===== config.mk =====
export PLATFORM = sky130hd
export DESIGN_NAME = segment_octant_crossing_order_unit
export DESIGN_NICKNAME = d
export VERILOG_FILES = /design/src/sv/soco_pkg.sv /design/src/sv/segment_octant_crossing_order_unit.sv
export SDC_FILE = /design/constraint.sdc
export NUM_CORES = 2
export LEC_CHECK = 0
export BUFFER_PORTS_ARGS = -buffer_cell sky130_fd_sc_hd__buf_2
export CORE_MARGIN = 3
export CORE_UTILIZATION = 65
export CTS_BUF_LIST = sky130_fd_sc_hd__clkbuf_4 sky130_fd_sc_hd__clkbuf_8
export CTS_CLUSTER_SIZE = 14
export DETAILED_ROUTE_END_ITERATION = 16
export PLACE_DENSITY = 0.89
export SYNTH_ARGS = -nofsm -noshare
export SYNTH_HDL_FRONTEND = slang
export SYNTH_SLANG_ARGS = --single-unit

===== constraint.sdc =====
create_clock -name clk -period 8.65 [get_ports clk]
set_input_delay 0.4325 -clock clk [delete_from_list [all_inputs] [get_ports clk]]
set_output_delay 0.4325 -clock clk [all_outputs]
set_load 0.01 [all_outputs]

===== src/sv/soco_pkg.sv =====
package soco_pkg;

	localparam int unsigned COORD_W = 16;
	localparam int unsigned PROD_W  = 2 * COORD_W;
	localparam int unsigned AXES    = 3;
	localparam int unsigned MAX_RES = 4;

	localparam logic [1:0] REG_CENTER_X = 2'd0;
	localparam logic [1:0] REG_CENTER_Y = 2'd1;
	localparam logic [1:0] REG_CENTER_Z = 2'd2;

	typedef struct packed {
		logic signed [COORD_W-1:0] start_x;
		logic signed [COORD_W-1:0] start_y;
		logic signed [COORD_W-1:0] start_z;
		logic signed [COORD_W-1:0] end_x;
		logic signed [COORD_W-1:0] end_y;
		logic signed [COORD_W-1:0] end_z;
	} seg_item_t;

	typedef struct packed {
		logic [2:0] octant;
		logic       last_of_run;
	} oct_item_t;

endpackage


===== src/sv/segment_octant_crossing_order_unit.sv =====
// Segment octant crossing order.
// in_valid/in_ready/in_item take one segment (start and end point) per item.
// out_valid/out_ready/out_item give the octants the segment passes through
// around the centre, start octant first, one to four items per segment; the
// final one carries last_of_run.
// cfg_valid/cfg_ready/cfg_index/cfg_data write the centre registers
// (0 x, 1 y, 2 z); cfg_ready is always high and an index of 3 is dropped.
// Each segment passes four registered stages in order: input, axis
// times, cross products, result list. Throughput: one segment per
// cycle when each yields one result and the receiver does not stall;
// otherwise a segment holds the result stage until all its results
// (up to four) are taken, since the result port moves one octant per
// cycle while out_ready is high.
// Reset clears all stage valids and sets the centre to the origin.
// When the receiver stalls, the result list holds and the stages behind it
// fill up; in_ready falls once all four stages hold an item.
module segment_octant_crossing_order_unit
	import soco_pkg::*;
(
	input  logic                      clk,
	input  logic                      arst_n,
	input  logic                      in_valid,
	output logic                      in_ready,
	input  seg_item_t                 in_item,
	output logic                      out_valid,
	input  logic                      out_ready,
	output oct_item_t                 out_item,
	input  logic                      cfg_valid,
	output logic                      cfg_ready,
	input  logic [1:0]                cfg_index,
	input  logic signed [COORD_W-1:0] cfg_data
);

	logic signed [COORD_W-1:0] center_q [AXES];

	logic             v_s1;
	seg_item_t        item_s1;

	logic             v_s2;
	logic [2:0]       oct0_s2;
	logic [2:0]       oct1_s2;
	logic [2:0]       ok_s2;
	logic [COORD_W-1:0] n_s2 [AXES];
	logic [COORD_W-1:0] d_s2 [AXES];

	logic             v_s3;
	logic [2:0]       oct0_s3;
	logic             cross_s3;
	logic [2:0]       ok_s3;
	logic [PROD_W-1:0] pa_s3 [AXES];
	logic [PROD_W-1:0] pb_s3 [AXES];

	logic             v_s4;
	logic [2:0]       list_s4 [MAX_RES];
	logic [1:0]       last_s4;
	logic [1:0]       idx_q;

	logic ready_s2, ready_s3, ready_s4, done_s4;

	// configuration
	assign cfg_ready = 1'b1;

	always_ff @(posedge clk or negedge arst_n) begin
		if (!arst_n) begin
			for (int i = 0; i < AXES; i++) center_q[i] <= '0;
		end else if (cfg_valid && cfg_ready) begin
			unique case (cfg_index)
				REG_CENTER_X: center_q[0] <= cfg_data;
				REG_CENTER_Y: center_q[1] <= cfg_data;
				REG_CENTER_Z: center_q[2] <= cfg_data;
				default: ;
			endcase
		end
	end

	// flow control
	assign done_s4  = v_s4 && out_ready && (idx_q == last_s4);
	assign ready_s4 = !v_s4 || done_s4;
	assign ready_s3 = !v_s3 || ready_s4;
	assign ready_s2 = !v_s2 || ready_s3;
	assign in_ready = !v_s1 || ready_s2;

	always_ff @(posedge clk or negedge arst_n) begin
		if (!arst_n) begin
			v_s1 <= 1'b0;
			v_s2 <= 1'b0;
			v_s3 <= 1'b0;
			v_s4 <= 1'b0;
		end else begin
			if (in_ready) v_s1 <= in_valid;
			if (ready_s2) v_s2 <= v_s1;
			if (ready_s3) v_s3 <= v_s2;
			if (ready_s4) v_s4 <= v_s3;
		end
	end

	// stage 1: input register
	always_ff @(posedge clk) begin
		if (in_ready && in_valid) item_s1 <= in_item;
	end

	// stage 2: octants and normalised crossing times
	logic signed [COORD_W-1:0] s_c [AXES];
	logic signed [COORD_W-1:0] e_c [AXES];
	logic [2:0]                oct0_c, oct1_c, ok_c;
	logic [COORD_W-1:0]        n_c [AXES];
	logic [COORD_W-1:0]        d_c [AXES];

	always_comb begin
		logic signed [COORD_W:0] n17;
		logic signed [COORD_W:0] d17;
		s_c[0] = item_s1.start_x;
		s_c[1] = item_s1.start_y;
		s_c[2] = item_s1.start_z;
		e_c[0] = item_s1.end_x;
		e_c[1] = item_s1.end_y;
		e_c[2] = item_s1.end_z;
		for (int i = 0; i < AXES; i++) begin
			oct0_c[i] = (s_c[i] >= center_q[i]);
			oct1_c[i] = (e_c[i] >= center_q[i]);
			n17 = {center_q[i][COORD_W-1], center_q[i]} - {s_c[i][COORD_W-1], s_c[i]};
			d17 = {e_c[i][COORD_W-1], e_c[i]} - {s_c[i][COORD_W-1], s_c[i]};
			if (d17 < 0) begin
				n17 = -n17;
				d17 = -d17;
			end
			ok_c[i] = (d17 != 0) && (n17 >= 0) && (n17 <= d17);
			n_c[i]  = n17[COORD_W-1:0];
			d_c[i]  = d17[COORD_W-1:0];
		end
	end

	always_ff @(posedge clk) begin
		if (ready_s2 && v_s1) begin
			oct0_s2 <= oct0_c;
			oct1_s2 <= oct1_c;
			ok_s2   <= ok_c;
			for (int i = 0; i < AXES; i++) begin
				n_s2[i] <= n_c[i];
				d_s2[i] <= d_c[i];
			end
		end
	end

	// stage 3: cross products, pair 0 = x/y, 1 = x/z, 2 = y/z
	always_ff @(posedge clk) begin
		if (ready_s3 && v_s2) begin
			oct0_s3  <= oct0_s2;
			cross_s3 <= (oct0_s2 != oct1_s2);
			ok_s3    <= ok_s2;
			pa_s3[0] <= PROD_W'(n_s2[0]) * PROD_W'(d_s2[1]);
			pb_s3[0] <= PROD_W'(n_s2[1]) * PROD_W'(d_s2[0]);
			pa_s3[1] <= PROD_W'(n_s2[0]) * PROD_W'(d_s2[2]);
			pb_s3[1] <= PROD_W'(n_s2[2]) * PROD_W'(d_s2[0]);
			pa_s3[2] <= PROD_W'(n_s2[1]) * PROD_W'(d_s2[2]);
			pb_s3[2] <= PROD_W'(n_s2[2]) * PROD_W'(d_s2[1]);
		end
	end

	// stage 4: flip order
	logic [2:0] lt [AXES];
	logic [2:0] list_c [MAX_RES];
	logic [1:0] last_c;

	always_comb begin
		logic [2:0] avail;
		logic [2:0] cur;
		logic [1:0] pick;
		logic       found;
		logic       smallest;
		logic       stop;
		lt[0] = {pa_s3[1] < pb_s3[1], pa_s3[0] < pb_s3[0], 1'b1};
		lt[1] = {pa_s3[2] < pb_s3[2], 1'b1, pb_s3[0] < pa_s3[0]};
		lt[2] = {1'b1, pb_s3[2] < pa_s3[2], pb_s3[1] < pa_s3[1]};
		avail  = ok_s3;
		cur    = oct0_s3;
		stop   = !cross_s3;
		last_c = 2'd0;
		for (int k = 0; k < MAX_RES; k++) list_c[k] = oct0_s3;
		for (int r = 0; r < AXES; r++) begin
			found = 1'b0;
			pick  = 2'd0;
			for (int i = 0; i < AXES; i++) begin
				smallest = avail[i];
				for (int j = 0; j < AXES; j++) begin
					if (j != i && avail[j] && !lt[i][j]) smallest = 1'b0;
				end
				if (smallest && !found) begin
					found = 1'b1;
					pick  = 2'(i);
				end
			end
			if (!stop && found) begin
				avail[pick]  = 1'b0;
				cur[pick]    = !cur[pick];
				last_c       = 2'(r + 1);
				list_c[r+1]  = cur;
			end else begin
				stop = 1'b1;
			end
		end
	end

	always_ff @(posedge clk) begin
		if (ready_s4 && v_s3) begin
			last_s4 <= last_c;
			for (int k = 0; k < MAX_RES; k++) list_s4[k] <= list_c[k];
		end
	end

	// result serialiser
	always_ff @(posedge clk or negedge arst_n) begin
		if (!arst_n) begin
			idx_q <= '0;
		end else if (v_s4 && out_ready) begin
			idx_q <= done_s4 ? 2'd0 : idx_q + 2'd1;
		end
	end

	assign out_valid            = v_s4;
	assign out_item.octant      = list_s4[idx_q];
	assign out_item.last_of_run = (idx_q == last_s4);

endmodule

==> results by group <==
Cells and area
  • Fraction of layout cells with a size suffix above 1: 5.64%
  • Most frequent cells in the layout: inv_1 (1685), fa_1 (1170), nand2_1 (1167)
  • Final #Nets: between 10000 and 15000
  • Commonest non-fill, non-tap cell in the layout: inv_1
  • Filler cells: about 7900
  • Area Growth Syn to Fin: 6.84%

Detailed routing
  • DRC Markers: 0
  • Iter 0 DRT Violations: 6442
  • Routed vias/inst: 6.07
  • Post-route ant nets: 0
  • Vias: about 60000
  • Routed WL: 213000 um
  • Wirelength per Cell: between 20 and 25 um
  • Initial DRT Pass Iterations: 6

Worst setup path
  • Crit path arrival time: between 8000 and 9000 ps
  • Data required, critical path: 9170 ps
  • Startpoint Class: flip-flop
  • Crit Path Max Fanout: 32
  • Crit Path Category: flip-flop to flip-flop
  • CP endpoint kind: flip-flop

Timing
  • Final min period: 7880 ps
  • Endpoints failing setup: 0
  • Final setup TNS: 0 ps
  • Clk_skew: roughly 54 ps
  • Tcrit/Tclk final: 91.1%
  • Slew margin rel.: between 4 and 5%
  • Fin. max-slew vios: 0
  • RSZ-0062 raised after global routing: no
  • Fin. Hold Viols: 0
  • Worst-Margin Slew: around 1400 ps
  • F_max: 127 MHz

Global routing
  • Largest net degree at the start of global routing: 77
  • Vias in the first global route: roughly 65000
  • First-pass GRT wire length: between 300000 and 400000 um
  • Initial antenna violation count: 12
  • GRT Overall Usage: 35.8%
  • Grt ovf: 0

Clocking
  • Root Buffer: clkbuf_8
  • CTS tree: yes
  • Post-CTS Setup Bufs: 0
  • CTS Buffer Depth: 3
  • H-tree levels: 3
  • CTS Buf Count: 85
  • Clock Latency Late Sink: between 700 and 800 ps
  • Clock-pin slew on the worst setup and hold paths: 70 ps
  • CTS sink count: between 400 and 500
  • Count of cells resized by post-cts repair: 0

Floorplanning
  • Die Wd: 349 um
  • Boundary pin count: ~130
  • FP Rows: approximately 130
  • Die height: between 300 and 400 um
  • Initial Utilization: between 60 and 70%
  • Core area: 117000 um^2
  • Die ar.: approximately 120000 um^2

Yosys
  • Syn avg cell area: between 9 and 10 um^2
  • Post-synth EDFFs: roughly 410
  • Flops & latches, synth: about 470
  • Ys async rst share: a little under an eighth
  • Mux cell area share after synthesis: less than 1%
  • Simple-Gate Fraction of Synth Area: 15.1%
  • Main combinational cell family by area after synthesis: adder cells
  • Synth cell types: 94
  • Compound-Gate Fraction of Synth Area: roughly 7.1%
  • Adder-cell share of the synthesized area: a little under half
  • Cell Area, Synth: 76600 um^2
  • XOR/XNOR share of the synthesized area: between 3 and 4%
  • Mapped Cells: a little over 8000
  • Ys flop type: edfxtp_1
  • Synth warn: 0
  • Post-synthesis sequential area ratio: 18.0%
  • Syn_nets: 10384

Placement
  • DP Wirelength: ~160000 um
  • IO buf count: between 100 and 150
  • Gpl congestion: 0.988

Outcome
  • Status: finished clean

Flow run
  • Max-Cap Viols: 0

Hold path
  • Worst hold path type: primary input to flip-flop
kinds of logic after synthesis:
logic type                 count (synthesis)
adders and majority gates               2091
muxes                                     39
DFF                                      468
and+or+nand+nor                         2398
xor gates and xnor gates                 334
other                                      1
AOI/OAI and AO/OA                        839
buffers and inverters                   2004
worst max-delay path, cell delays in order (launching register included):
cell      delay, ps
edfxtp_1       1280
nand2_1         210
fa_1            620
inv_1            70
fa_1            530
inv_1            50
fa_1            490
fa_1            540
inv_1            50
fa_1            470
inv_1            50
fa_1            470
inv_1            40
ha_1            320
nand3_1         110
o21ai_0         390
a21oi_1         220
o311ai_0        710
nand2_1         150
o2111a_1        320
o31ai_1         260
a21oi_1         120
xnor2_1         130
flip-flops by register name, summed over array words and instances (netlist names), 2 cells and up:
register and cells:
oct0_s3 3, oct1_s2 3, pa_s3 96, oct0_s2 3, idx_q 2, ok_s3 3, list_s4 12, item_s1 48
last_s4 2, n_s2 48, e_c 48, d_s2 48, pb_s3 96, center_q 48, ok_s2 3
cell type report:
cell class	count	area, um^2	share of cell area (%)
diodes	8	20.0	0.0244
clock buffers	117	1440	1.76
clock inverters	36	353	0.431
inverters	1685	6320	7.72
multi-input cells	5702	55300	67.6
flip-flops and latches	468	13800	16.8
well taps	1524	1910	2.33
repair buffers	363	2710	3.31
layer usage:
metal / part of all wire, % / up-vias / track usage (%)
met5: 0.017 / - / 0
met4: 8.4 / 6 / 24.6
met3: 11 / 995 / 9.23
met2: 46 / 3697 / 56.9
met1: 35 / 29402 / 42.9
li1: - / 25988 / -
cell usage after synthesis, types with 6 or more instances:
| cell type | count | share of area, % |
|---|---|---|
| nand3_1 | 78 | 0.51 |
| and2_1 | 572 | 4.7 |
| nor2_1 | 188 | 0.92 |
| xnor2_1 | 242 | 2.8 |
| and4_1 | 10 | 0.11 |
| nor2b_1 | 47 | 0.38 |
| o211ai_1 | 18 | 0.18 |
| and3_1 | 30 | 0.24 |
| inv_1 | 1685 | 8.3 |
| or3_1 | 28 | 0.23 |
| o31a_1 | 11 | 0.13 |
| or4_1 | 11 | 0.11 |
| mux2_2 | 32 | 0.47 |
| a2111oi_0 | 16 | 0.18 |
| or2_2 | 19 | 0.16 |
| nand2b_1 | 39 | 0.32 |
| a211o_1 | 10 | 0.11 |
| clkbuf_1 | 314 | 1.5 |
| nand3b_1 | 14 | 0.14 |
| o31ai_1 | 24 | 0.24 |
| fa_1 | 1170 | 31 |
| edfxtp_1 | 414 | 16 |
| nor3_1 | 86 | 0.56 |
| ha_1 | 921 | 15 |
| nor4_1 | 17 | 0.14 |
| a21oi_1 | 242 | 1.6 |
| o21ai_1 | 23 | 0.15 |
| nand4_1 | 58 | 0.47 |
| o21a_1 | 43 | 0.42 |
| a41oi_1 | 6 | 0.069 |
| o21bai_1 | 38 | 0.37 |
| nor3b_1 | 12 | 0.12 |
| o41ai_1 | 6 | 0.069 |
| a31oi_1 | 29 | 0.24 |
| a21boi_0 | 14 | 0.14 |
| xor2_1 | 92 | 1.1 |
| o311ai_0 | 8 | 0.091 |
| dfrtp_1 | 54 | 1.8 |
| a21o_1 | 104 | 1.0 |
| nand2_1 | 1167 | 5.7 |
| a211oi_1 | 36 | 0.35 |
| a31o_2 | 8 | 0.091 |
| o21ai_0 | 140 | 0.91 |
final timing paths:
check | startpoint | to | slack, ps | depth (start not counted)
min in group asynchronous | arst_n | center_q[44] | 330 | 3
max reg2reg | d_s2[0][33] | pa_s3[0][62] | 770 | 22
max in group asynchronous | arst_n | center_q[7] | 7730 | 3
max | d_s2[0][33] | pa_s3[0][62] | 770 | 22
min | out_ready | idx_q[0] | 60 | 3
min reg2reg | ok_s2[2] | ok_s3[2] | 390 | 0
through the flow:
step	cell area, um^2	instances	utilization (%)	worst slack (ps)	hold WS (ps)
after CTS	81900	9895	70.2	917	12.9
after detailed placement	78900	9628	67.7	987	406
final	81900	9903	70.2	770	56.8
after global placement	78900	9628	67.7	1230	404
after floorplan	76600	8174	-	2190	137
after global routing	81900	9896	70.2	413	46.8
what timing repair did:
| item | in CTS | in global routing |
|---|---|---|
| endpoints found under the setup margin | 0 | 0 |
| hold buffers | 114 | 0 |
| hold endpoints to repair | 169 | 0 |
Power is not shown: default switching activity piles up to over one toggle a cycle in this logic, so the estimate is an artifact.
